$ cat src/hlp_pkg.sv
package hlp_pkg;

   localparam int TABLE_DEPTH = 4096;
   localparam int ADDR_W      = $clog2(TABLE_DEPTH);
   localparam int CNT_W       = ADDR_W + 1;
   localparam int SIZE_W      = 4;
   localparam int VALUE_W     = 31;
   localparam int KEY_W       = 64;

   localparam logic [KEY_W-1:0] KEY_EMPTY  = 64'h0000_0000_0000_0000;
   localparam logic [KEY_W-1:0] KEY_TOMB   = 64'hFFFF_FFFF_FFFF_FFFF;
   localparam logic [KEY_W-1:0] MIX_C1     = 64'hff51_afd7_ed55_8ccd;
   localparam logic [KEY_W-1:0] MIX_C2     = 64'hc4ce_b9fe_1a85_ec53;
   localparam int               MIX_SHIFT  = 33;

   localparam logic [1:0] FUNC_INSERT = 2'd0;
   localparam logic [1:0] FUNC_FIND   = 2'd1;
   localparam logic [1:0] FUNC_REMOVE = 2'd2;
   localparam logic [1:0] FUNC_CLEAR  = 2'd3;

   localparam logic [1:0] STATUS_OK       = 2'd0;
   localparam logic [1:0] STATUS_NOTFOUND = 2'd1;
   localparam logic [1:0] STATUS_FULL     = 2'd2;
   localparam logic [1:0] STATUS_BAD      = 2'd3;

   typedef struct packed {
      logic [1:0]         func;
      logic [KEY_W-1:0]   key;
      logic [VALUE_W-1:0] value;
      logic [ADDR_W-1:0]  pos;
   } hlp_job_type;

   // Effective log2 of the slot count: zero taken as one, clamped to the store.
   function automatic logic [SIZE_W-1:0] eff_log2(input logic [SIZE_W-1:0] lg);
      logic [SIZE_W-1:0] r;
      r = lg;
      if (r == '0) begin
         r = SIZE_W'(1);
      end
      if (32'(r) > ADDR_W) begin
         r = SIZE_W'(ADDR_W);
      end
      return r;
   endfunction

   function automatic logic [CNT_W-1:0] slot_count(input logic [SIZE_W-1:0] lg);
      return CNT_W'(1) << eff_log2(lg);
   endfunction

   function automatic logic [ADDR_W-1:0] slot_mask(input logic [SIZE_W-1:0] lg);
      logic [CNT_W-1:0] n;
      n = slot_count(lg) - CNT_W'(1);
      return n[ADDR_W-1:0];
   endfunction

endpackage

$ cat src/hlp_queue.sv
module hlp_queue
   import hlp_pkg::*;
(
   input  logic        clock,
   input  logic        reset,
   input  logic        push_valid,
   output logic        push_ready,
   input  hlp_job_type push_job,
   output logic        pop_valid,
   input  logic        pop_ready,
   output hlp_job_type pop_job
);

   hlp_job_type slot_ff [2];
   logic        wptr_ff, rptr_ff;
   logic [1:0]  count_ff;
   logic        do_push, do_pop;

   assign push_ready = (count_ff != 2'd2);
   assign pop_valid  = (count_ff != 2'd0);
   assign pop_job    = slot_ff[rptr_ff];
   assign do_push    = push_valid && push_ready;
   assign do_pop     = pop_valid && pop_ready;

   always_ff @(posedge clock) begin
      if (reset) begin
         wptr_ff  <= 1'b0;
         rptr_ff  <= 1'b0;
         count_ff <= 2'd0;
      end else begin
         if (do_push) begin
            wptr_ff <= ~wptr_ff;
         end
         if (do_pop) begin
            rptr_ff <= ~rptr_ff;
         end
         count_ff <= count_ff + 2'(do_push) - 2'(do_pop);
      end
      if (do_push) begin
         slot_ff[wptr_ff] <= push_job;
      end
   end

endmodule

$ cat config.mk
export PLATFORM = sky130hd
export DESIGN_NAME = hlp_queue
export DESIGN_NICKNAME = d
export VERILOG_FILES = /design/src/hlp_pkg.sv /design/src/hlp_queue.sv
export SDC_FILE = /design/constraint.sdc
export NUM_CORES = 1
export LEC_CHECK = 0
export ABC_CLOCK_PERIOD_IN_PS = 5150
export BUFFER_PORTS_ARGS = -buffer_cell sky130_fd_sc_hd__buf_4
export CAP_MARGIN = 20
export CORE_AREA = 5 5 138 140
export DETAILED_ROUTE_END_ITERATION = 8
export DIE_AREA = 0 0 143 145
export GPL_TIMING_DRIVEN = 1
export PLACE_DENSITY_LB_ADDON = 0.2
export SYNTH_ARGS = -nofsm -noshare
export SYNTH_HDL_FRONTEND = slang
export SYNTH_SLANG_ARGS = --single-unit
$ cat constraint.sdc
create_clock -name clock -period 5.15 [get_ports clock]
set_input_delay 0.2575 -clock clock [delete_from_list [all_inputs] [get_ports clock]]
set_output_delay 0.2575 -clock clock [all_outputs]
set_load 0.01 [all_outputs]
==> reports/results.txt <==
Sw Share: 25.4%
NetSw: 1.36 mW
Clock Power Share: 30.0%
Multi-input gate area: 1400 um2
Antenna Nets Post-Route: 0
hold depth: 4
Register Area: 6650 um2
Final Max Slew Viols: 0
Core Area: 17700 um2
RSZ-0062 raised after global routing: false
Gate power share: 25.5%
Crit Path Max Fanout: 38
# H-tree levels: 1
FF-to-FF Start: count_ff[0]$_SDFF_PP0_
drt wl/cell: 18.2 um
ANT cells: 0
#FFs+latches synth: 223
fin cells: 962
die width: 143 um
worst path arrival time: 2270 ps
cell area after technology mapping: 8120 um2
Via density: 4.77
vias in the first global route: 5175
clock root buffer: clkbuf_16
initial drt markers: 161
slew at the pin closest to its max-slew limit: 1020 ps
status: complete, no violations
Hold Crit Class: primary input to flip-flop
first-pass GRT wire length: 27.2 mm
DP HPWL: 10.7 mm
max_cap viols: 0
crit end category: primary output
Fmax: 396 MHz
TritonCTS clock tree: built
die area: 20700 um2
# fillers: 1158
CTS Buffer Depth: 3
CP Data Required Time: 4890 ps
FF-to-FF path depth: 3
endpoints failing setup: 0
final WL: 17.5 mm
largest net degree at the start of global routing: 80
Final Skew: 6.06 ps
placer congestion estimate: 0.794
number of hold violations in the final report: 0
Netlist cell types: 17
die height: 145 um
worst vdd ir: 0.000317 V
Slew HR: 32.2%
Area growth syn-to-layout: 46.9%
synth warn: 0
I/O pin total: 224
CTS Buf Count: 24
Syn Area/Cell: 22.4 um2
post-synthesis instance total: 363
sequential fraction of design power: 44.5%
antenna violations before repair: 0
PortBufs: 223
global route overflow: 0
min cycle time layout: 2520 ps
Overall Global Routing Usage: 16.5%
critical path class: flip-flop to primary output
worst reg2reg setup slack: 2750 ps
row count: 49
Power Density: 449 nW/um2
CTS clock-pin slew for the worst setup and hold paths: 60 ps
Vias: 4586
Internal Dissipation: 3.99 mW
static leakage: 4.51 nW
dpl cells: 807
Residual DRC: 0
syn_nets: 478
CTS Sinks: 223
Skew-Pair Late Insertion Delay: 500 ps
reg2reg end: slot_ff[1][96]$_DFFE_PP_
layout cells sized above 1: 51.2%
fin nets: 830
DR pass1 iterations: 4
Worst Hold Launch: pop_ready
Initial Utilization: 45.8%
setup TNS: 0 ps
sequential element share of the synthesized area: 81.9%
final cycle utilization of the critical path: 49.0%
Worst setup SP type: flip-flop
[synth_stat cells]
master    count  area share (%)
mux2_4       10             1.8
buf_2         9            0.55
buf_6         3            0.42
or2_2         1           0.077
xor2_1        1            0.11
nor2b_1       2            0.15
and3_1        1           0.077
xnor2_1       2            0.22
nor2_1        5            0.23
o21a_1        1           0.093
inv_1         1           0.046
nand2_1       1           0.046
dfxtp_1       5             1.2
ha_1          2            0.31
mux2_2      100              14
edfxtp_1    218              81
nand2b_1      1           0.077
[power by group through the flow]
stage          registers [mW]  logic (mW)  clock network [mW]
2_1_floorplan            2.38       0.738                   0
3_3_place_gp             2.46        1.23                   0
3_5_place_dp             2.47        1.25                   0
4_1_cts                  2.43        1.33                1.64
5_1_grt                  2.40        1.47                1.73
6_report                 2.38        1.37                1.60
[placed cells by master, fill, tap and decap left out]
cell and count:
and3_4 1, buf_16 1, buf_4 227, bufinv_16 1, clkbuf_1 5, clkbuf_16 25
clkbuf_8 2, clkinv_1 6, clkinv_2 5, dfxtp_1 4, dfxtp_4 1, dlygate4sd3_1 110
edfxtp_1 218, ha_1 2, inv_1 1, mux2_2 100, mux2_4 10, nand2_1 1
nand2b_1 1, nor2_1 4, nor2_4 1, nor2b_1 2, o21a_1 1, or2_2 1
xnor2_1 2, xor2_1 1
[worst max path at each step]
stage               cells after the start                   start  slack, ps                       to
floorplan                               3  count_ff[0]$_SDFF_PP0_       1230  slot_ff[0][0]$_DFFE_PP_
global placement                        3               flip-flop       2720              pop_job[67]
detailed placement                      3               flip-flop       2640              pop_job[32]
CTS                                     3               flip-flop       2100              pop_job[32]
global route                            3               flip-flop       2530              pop_job[32]
finish                                  3               flip-flop       2630              pop_job[58]
[worst max-delay path: stages, from the launching register on]
cell and delay, ps:
dfxtp_4 690, buf_4 490, mux2_2 400, buf_4 150
[metrics by stage]
stage | instance area [um2] | setup slack, ps | hold slack [ps] | total power [mW] | util [%]
after floorplan | 8120 | 1230 | 329 | 3.12 | -
after global placement | 10000 | 2720 | 442 | 3.69 | 56.7
after detailed placement | 10000 | 2640 | 445 | 3.72 | 56.7
after CTS | 11900 | 2100 | 192 | 5.40 | 67.1
after global routing | 11900 | 2530 | 218 | 5.60 | 67.3
final | 11900 | 2630 | 199 | 5.35 | 67.3
[per-layer routing]
metal  routed length [um]  GRT usage, %  vias to the layer above
met4                  439          5.23                        0
met5                    0             0                        -
met2                 8960          28.9                      183
li1                     -             -                     2141
met3                 1620          5.53                       32
met1                 6460          19.1                     2230
[flip-flops by register name, indices dropped and copies added (netlist names), named ones only]
signal    count
slot_ff     218
rptr_ff       1
wptr_ff       1
count_ff      2
[repair_timing]
item / CTS / global route
hold buffers: 110 / 0
resized for setup: 0 / 0
endpoints found under the hold margin: 222 / 0
buffers inserted: 0 / 0
[cells by family (layout without fill, tap and decap cells)]
group / after synthesis / after routing / synth area share, %
buffers and inverters: 13 / 383 / 1.02
adders and majority gates: 2 / 2 / 0.308
AOI/OAI and AO/OA: 1 / 1 / 0.0925
xor gates and xnor gates: 3 / 3 / 0.324
DFF: 223 / 223 / 81.9
and+or+nand+nor: 11 / 11 / 0.663
muxes: 110 / 110 / 15.7
[cell type report]
class / count / area share (%)
sequential: 223 / 55.8
clock buffer: 32 / 5.63
multi-input combinational: 127 / 11.8
tap: 229 / 2.40
inverter: 1 / 0.0315
clock inverter: 12 / 0.651
timing repair buffer: 338 / 23.8
Power figures use the tool's default switching activity.
