==> src/hlp_pkg.sv <==
package hlp_pkg;

   localparam int TABLE_DEPTH = 4096;
   localparam int ADDR_W      = $clog2(TABLE_DEPTH);
   localparam int CNT_W       = ADDR_W + 1;
   localparam int SIZE_W      = 4;
   localparam int VALUE_W     = 31;
   localparam int KEY_W       = 64;

   localparam logic [KEY_W-1:0] KEY_EMPTY  = 64'h0000_0000_0000_0000;
   localparam logic [KEY_W-1:0] KEY_TOMB   = 64'hFFFF_FFFF_FFFF_FFFF;
   localparam logic [KEY_W-1:0] MIX_C1     = 64'hff51_afd7_ed55_8ccd;
   localparam logic [KEY_W-1:0] MIX_C2     = 64'hc4ce_b9fe_1a85_ec53;
   localparam int               MIX_SHIFT  = 33;

   localparam logic [1:0] FUNC_INSERT = 2'd0;
   localparam logic [1:0] FUNC_FIND   = 2'd1;
   localparam logic [1:0] FUNC_REMOVE = 2'd2;
   localparam logic [1:0] FUNC_CLEAR  = 2'd3;

   localparam logic [1:0] STATUS_OK       = 2'd0;
   localparam logic [1:0] STATUS_NOTFOUND = 2'd1;
   localparam logic [1:0] STATUS_FULL     = 2'd2;
   localparam logic [1:0] STATUS_BAD      = 2'd3;

   typedef struct packed {
      logic [1:0]         func;
      logic [KEY_W-1:0]   key;
      logic [VALUE_W-1:0] value;
      logic [ADDR_W-1:0]  pos;
   } hlp_job_type;

   // Effective log2 of the slot count: zero taken as one, clamped to the store.
   function automatic logic [SIZE_W-1:0] eff_log2(input logic [SIZE_W-1:0] lg);
      logic [SIZE_W-1:0] r;
      r = lg;
      if (r == '0) begin
         r = SIZE_W'(1);
      end
      if (32'(r) > ADDR_W) begin
         r = SIZE_W'(ADDR_W);
      end
      return r;
   endfunction

   function automatic logic [CNT_W-1:0] slot_count(input logic [SIZE_W-1:0] lg);
      return CNT_W'(1) << eff_log2(lg);
   endfunction

   function automatic logic [ADDR_W-1:0] slot_mask(input logic [SIZE_W-1:0] lg);
      logic [CNT_W-1:0] n;
      n = slot_count(lg) - CNT_W'(1);
      return n[ADDR_W-1:0];
   endfunction

endpackage

==> src/hlp_if.sv <==
interface hlp_req_if
   import hlp_pkg::*;
   ();
   logic               valid;
   logic               ready;
   logic [1:0]         func;
   logic [7:0]         volume_num;
   logic [47:0]        file_id;
   logic [VALUE_W-1:0] entry_value;
   modport source (output valid, func, volume_num, file_id, entry_value, input ready);
   modport sink   (input valid, func, volume_num, file_id, entry_value, output ready);
endinterface


==> src/hlp_front.sv <==
module hlp_front
   import hlp_pkg::*;
(
   input  logic              clock,
   input  logic              reset,
   hlp_req_if.sink           req,
   input  logic [ADDR_W-1:0] mask,
   output logic              push_valid,
   input  logic              push_ready,
   output hlp_job_type       push_job
);

   localparam logic [2:0] FS_IDLE = 3'd0;
   localparam logic [2:0] FS_MUL1 = 3'd1;
   localparam logic [2:0] FS_SUM1 = 3'd2;
   localparam logic [2:0] FS_MUL2 = 3'd3;
   localparam logic [2:0] FS_SUM2 = 3'd4;
   localparam logic [2:0] FS_PUSH = 3'd5;

   logic [2:0]       state_ff, state_in;
   hlp_job_type      job_ff, job_in;
   logic [KEY_W-1:0] k_ff, k_in;
   logic [63:0]      plo_ff;
   logic [31:0]      pa_ff, pb_ff;
   logic [KEY_W-1:0] cst, key, msum;

   assign cst  = (state_ff == FS_MUL2) ? MIX_C2 : MIX_C1;
   assign key  = {16'(req.volume_num) + 16'd1, req.file_id};
   assign msum = plo_ff + {pa_ff + pb_ff, 32'd0};

   assign req.ready  = (state_ff == FS_IDLE);
   assign push_valid = (state_ff == FS_PUSH);
   assign push_job   = job_ff;

   always_comb begin
      state_in = state_ff;
      job_in   = job_ff;
      k_in     = k_ff;
      unique case (state_ff)
         FS_IDLE: begin
            if (req.valid) begin
               job_in.func  = req.func;
               job_in.key   = key;
               job_in.value = req.entry_value;
               k_in         = key ^ (key >> MIX_SHIFT);
               state_in     = FS_MUL1;
            end
         end
         FS_MUL1: state_in = FS_SUM1;
         FS_SUM1: begin
            k_in     = msum ^ (msum >> MIX_SHIFT);
            state_in = FS_MUL2;
         end
         FS_MUL2: state_in = FS_SUM2;
         FS_SUM2: begin
            k_in       = msum ^ (msum >> MIX_SHIFT);
            job_in.pos = k_in[ADDR_W-1:0] & mask;
            state_in   = FS_PUSH;
         end
         FS_PUSH: begin
            if (push_ready) begin
               state_in = FS_IDLE;
            end
         end
         default: state_in = FS_IDLE;
      endcase
   end

   always_ff @(posedge clock) begin
      if (reset) begin
         state_ff <= FS_IDLE;
      end else begin
         state_ff <= state_in;
      end
      job_ff <= job_in;
      k_ff   <= k_in;
      // split 64x64 low product into three 32x32 partials
      plo_ff <= {32'd0, k_ff[31:0]} * {32'd0, cst[31:0]};
      pa_ff  <= k_ff[63:32] * cst[31:0];
      pb_ff  <= k_ff[31:0] * cst[63:32];
   end

endmodule

==> src/flat_wrapper.sv <==
// flat-port wrapper written by rule: the top's interface ports become plain ports
module hlp_front_flat import hlp_pkg::*;
  (clock, reset, mask, push_valid, push_ready, push_job, req_valid, req_func, req_volume_num, req_file_id, req_entry_value, req_ready);
  hlp_req_if req_i ();
  input  logic clock;
  input  logic reset;
  input  logic [ADDR_W-1:0] mask;
  output logic push_valid;
  input  logic push_ready;
  output hlp_job_type push_job;
  input wire logic [$bits(req_i.valid)-1:0] req_valid;
  input wire logic [$bits(req_i.func)-1:0] req_func;
  input wire logic [$bits(req_i.volume_num)-1:0] req_volume_num;
  input wire logic [$bits(req_i.file_id)-1:0] req_file_id;
  input wire logic [$bits(req_i.entry_value)-1:0] req_entry_value;
  output wire logic [$bits(req_i.ready)-1:0] req_ready;
  assign req_i.valid = req_valid;
  assign req_i.func = req_func;
  assign req_i.volume_num = req_volume_num;
  assign req_i.file_id = req_file_id;
  assign req_i.entry_value = req_entry_value;
  assign req_ready = req_i.ready;
  hlp_front u_core (.clock(clock), .reset(reset), .req(req_i), .mask(mask), .push_valid(push_valid), .push_ready(push_ready), .push_job(push_job));
endmodule
==> config.mk <==
export PLATFORM = sky130hd
export DESIGN_NAME = hlp_front_flat
export DESIGN_NICKNAME = d
export VERILOG_FILES = /design/src/hlp_pkg.sv /design/src/hlp_if.sv /design/src/hlp_front.sv /design/src/flat_wrapper.sv
export SDC_FILE = /design/constraint.sdc
export NUM_CORES = 2
export LEC_CHECK = 0
export CAP_MARGIN = 20
export CORE_UTILIZATION = 72
export CTS_CLUSTER_SIZE = 10
export DETAILED_ROUTE_END_ITERATION = 8
export DONT_BUFFER_PORTS = 1
export PLACE_DENSITY_LB_ADDON = 0.2
export REMOVE_ABC_BUFFERS = 1
export SYNTH_ARGS = -nofsm -noshare
export SYNTH_HDL_FRONTEND = slang
export SYNTH_SLANG_ARGS = --single-unit
==> constraint.sdc <==
create_clock -name clock -period 15 [get_ports clock]
set_input_delay 0.75 -clock clock [delete_from_list [all_inputs] [get_ports clock]]
set_output_delay 0.75 -clock clock [all_outputs]
set_load 0.05 [all_outputs]
==> flow_summary.json <==
{
  "status": "complete, no violations",
  "ctsResizeCount": 0,
  "seqCellArea_um2": 7610,
  "relSlewSlack_pct": 23.5,
  "synthAdderAreaFrac_pct": 58.0,
  "drive_gt1_share_pct": 2.60,
  "final_cell_count_no_fill": 6764,
  "ys_seq_area_share_pct": 13.0,
  "synth_edf_count": 166,
  "max_freq_ghz": 0.0940,
  "slew_viol_final": 0,
  "period_share_pct": 70.9,
  "avgRoutedWirePerCell_um": 30.2,
  "post_synth.cell_area_avg_um2": 10.2,
  "setup-tns-final_ns": 0,
  "overflow": 0,
  "start_util_pct": 72.8,
  "via_per_inst": 6.35,
  "nets": 7798,
  "finalWirelength_mm": 204,
  "cts_buffers": 36,
  "coreArea_um2": 80400,
  "critical_path_class": "reg -> reg",
  "ctsHtreeMaxLevel": 2,
  "yosys-top-cells-area": "fa_1 40%, ha_1 18%, inv_1 10%, edfxtp_1 8.5%, dfxtp_1 4.5%",
  "syn2layout_area_growth_pct": 3.99,
  "cts.path.max_buffers": 3,
  "pin_count": 216,
  "crit_path_frequent_cell": "fa_1",
  "synth_top_family_by_area": "adder cells",
  "multi_input_area_um2": 44600,
  "dr.pass1.iters": 8,
  "clock_skew_ns": 0.0495,
  "dr.first_iter.drc_count": 4823,
  "utilization_pct": 75.7,
  "gp_congestion": 1.07,
  "synth_cells": 5722,
  "io_buffers": 0,
  "synth_top_area_share_pct": 39.6,
  "fill_cells": 5183,
  "post_cts_buffers": 0,
  "synthXorXnorAreaFrac_pct": 5.75,
  "maxCapViolations": 0,
  "vias": 43000,
  "synthMuxAreaShare_pct": 0.0791,
  "required_ns": 15.42,
  "cts.clk_slew.worst_paths_ns": 0.06,
  "drtAntennaViolNets": 0,
  "hold_violations": 0,
  "netlist_area_um2": 58500,
  "place_area_um2": 59700,
  "ctsHoldBuffers": 0,
  "drc_errors": 0,
  "final_cell_area_um2": 60800,
  "first_global_vias": 46700,
  "endpoint_kind": "flop",
  "dieArea_um2": 82400,
  "crit_slowest_cell": "dfxtp_1",
  "dp_hpwl_mm": 173,
  "yosysUniqueCellTypes": 86,
  "cp-start-kind": "flop",
  "grt_max_degree": 91,
  "antenna_found_initial": 10,
  "hp-class": "in -> reg",
  "dp_cells": 6690,
  "track_usage_pct": 50.9,
  "synth-seq-cells": 297,
  "tightest_slew_ns": 1.15,
  "crit_arrival_ns": 11.05,
  "cts_tree": "yes",
  "synthSimpleGateAreaFrac_pct": 5.81,
  "die_w_um": 287,
  "die_y_um": 287,
  "synth_compound_area_share_pct": 6.30,
  "synth_top_area_cell": "fa_1",
  "clockRootBuffer": "clkbuf_16",
  "max_stage_delay_ns": 0.70,
  "cp_max_fo": 54,
  "async_reset_ff_share_pct": 0,
  "yosys_warnings": 0,
  "setup_viol": 0,
  "period_minus_slack_ns": 10.64,
  "rsz0062_at_grt": "false",
  "clock_sinks": 297,
  "clock_latency_ns": 0.56,
  "rows": 104,
  "yosys_most_used_dff": "edfxtp_1",
  "grt_pass1_wl_mm": 297
}
==> cells in the mapped netlist (all sizes together), types with 41 or more instances <==
cell       n
nand3     41
edfxtp   166
o21ai    122
clkbuf   131
nor2     192
nand2    310
a21o      92
ha       863
inv     1551
and2      48
fa      1157
xor2      97
dfxtp    131
a21oi    166
xnor2    277
==> layout by cell type, fill, tap and decap left out, types with 32 or more instances in the layout <==
cell type  count
xor2_1        97
a21o_1        91
buf_4         45
clkbuf_16     36
nor2_1       191
ha_1         863
edfxtp_1     166
inv_1       1551
nand2_1      310
a21oi_1      163
xnor2_1      277
and2_1        46
fa_1        1157
nand3_1       41
dfxtp_1      131
o21ai_0      109
nor3_1        32
==> state kept, by name (all words and copies together), names as in the netlist <==
signal and cells:
u_core.push_job 102, u_core.k_ff 64, u_core.plo_ff 64, u_core.pa_ff 32, u_core.pb_ff 32, u_core.state_ff 3
==> worst max-delay path: cells and delay by family (launching register included) <==
family,cells,cell delay [ns]
adders and majority gates,9,4.32
buffers and inverters,5,1.90
AOI/OAI and AO/OA,6,1.65
and+or+nand+nor,7,1.60
DFF,1,0.70
xor gates and xnor gates,1,0.14
==> per-stage QoR <==
step | setup slack (ns) | hold WS [ns]
6_report | 4.36 | 0.269
2_1_floorplan | 4.52 | 0.467
3_3_place_gp | 5.13 | 0.490
3_5_place_dp | 4.81 | 0.489
4_1_cts | 4.63 | 0.258
5_1_grt | 4.29 | 0.264
==> area by class of cell <==
class	instances	share of cell area [%]
repair buffers	49	0.673
well taps	1060	2.18
diodes	4	0.0165
clock buffers	60	1.66
multi-input cells	3734	73.2
inverters	1555	9.59
clock inverters	5	0.136
flip-flops and latches	297	12.5
==> final timing paths <==
path / from / end / slack [ns] / cells past startpoint
worst max register to register: u_core.state_ff[0] / u_core.plo_ff[60] / 4.36 / 28
worst min-delay path: reset / u_core.state_ff[2] / 0.27 / 1
worst max-delay path: u_core.state_ff[0] / u_core.plo_ff[60] / 4.36 / 28
worst min register to register: u_core.plo_ff[31] / u_core.k_ff[31] / 0.52 / 2
==> cells by family (layout without fill, tap and decap cells) <==
kind of cell / count (synthesis) / after routing
muxes: 4 / 4
adders and majority gates: 2020 / 2020
AOI/OAI and AO/OA: 564 / 564
and+or+nand+nor: 754 / 754
other: 2 / 18
DFF: 297 / 297
buffers and inverters: 1703 / 1669
xor gates and xnor gates: 378 / 378
==> per-layer routing <==
metal  global-route usage [%]  routed length, um  up-vias
met5                        0                 91        -
met4                     39.1              20200       12
met3                     15.9              26500     1060
met2                     76.9              89000     3232
met1                     61.1              68600    21200
li1                         -                  -    17400
Power is left out: the tool's default activity adds up to more than one toggle a clock period on the data nets, which glitch-free logic cannot reach.
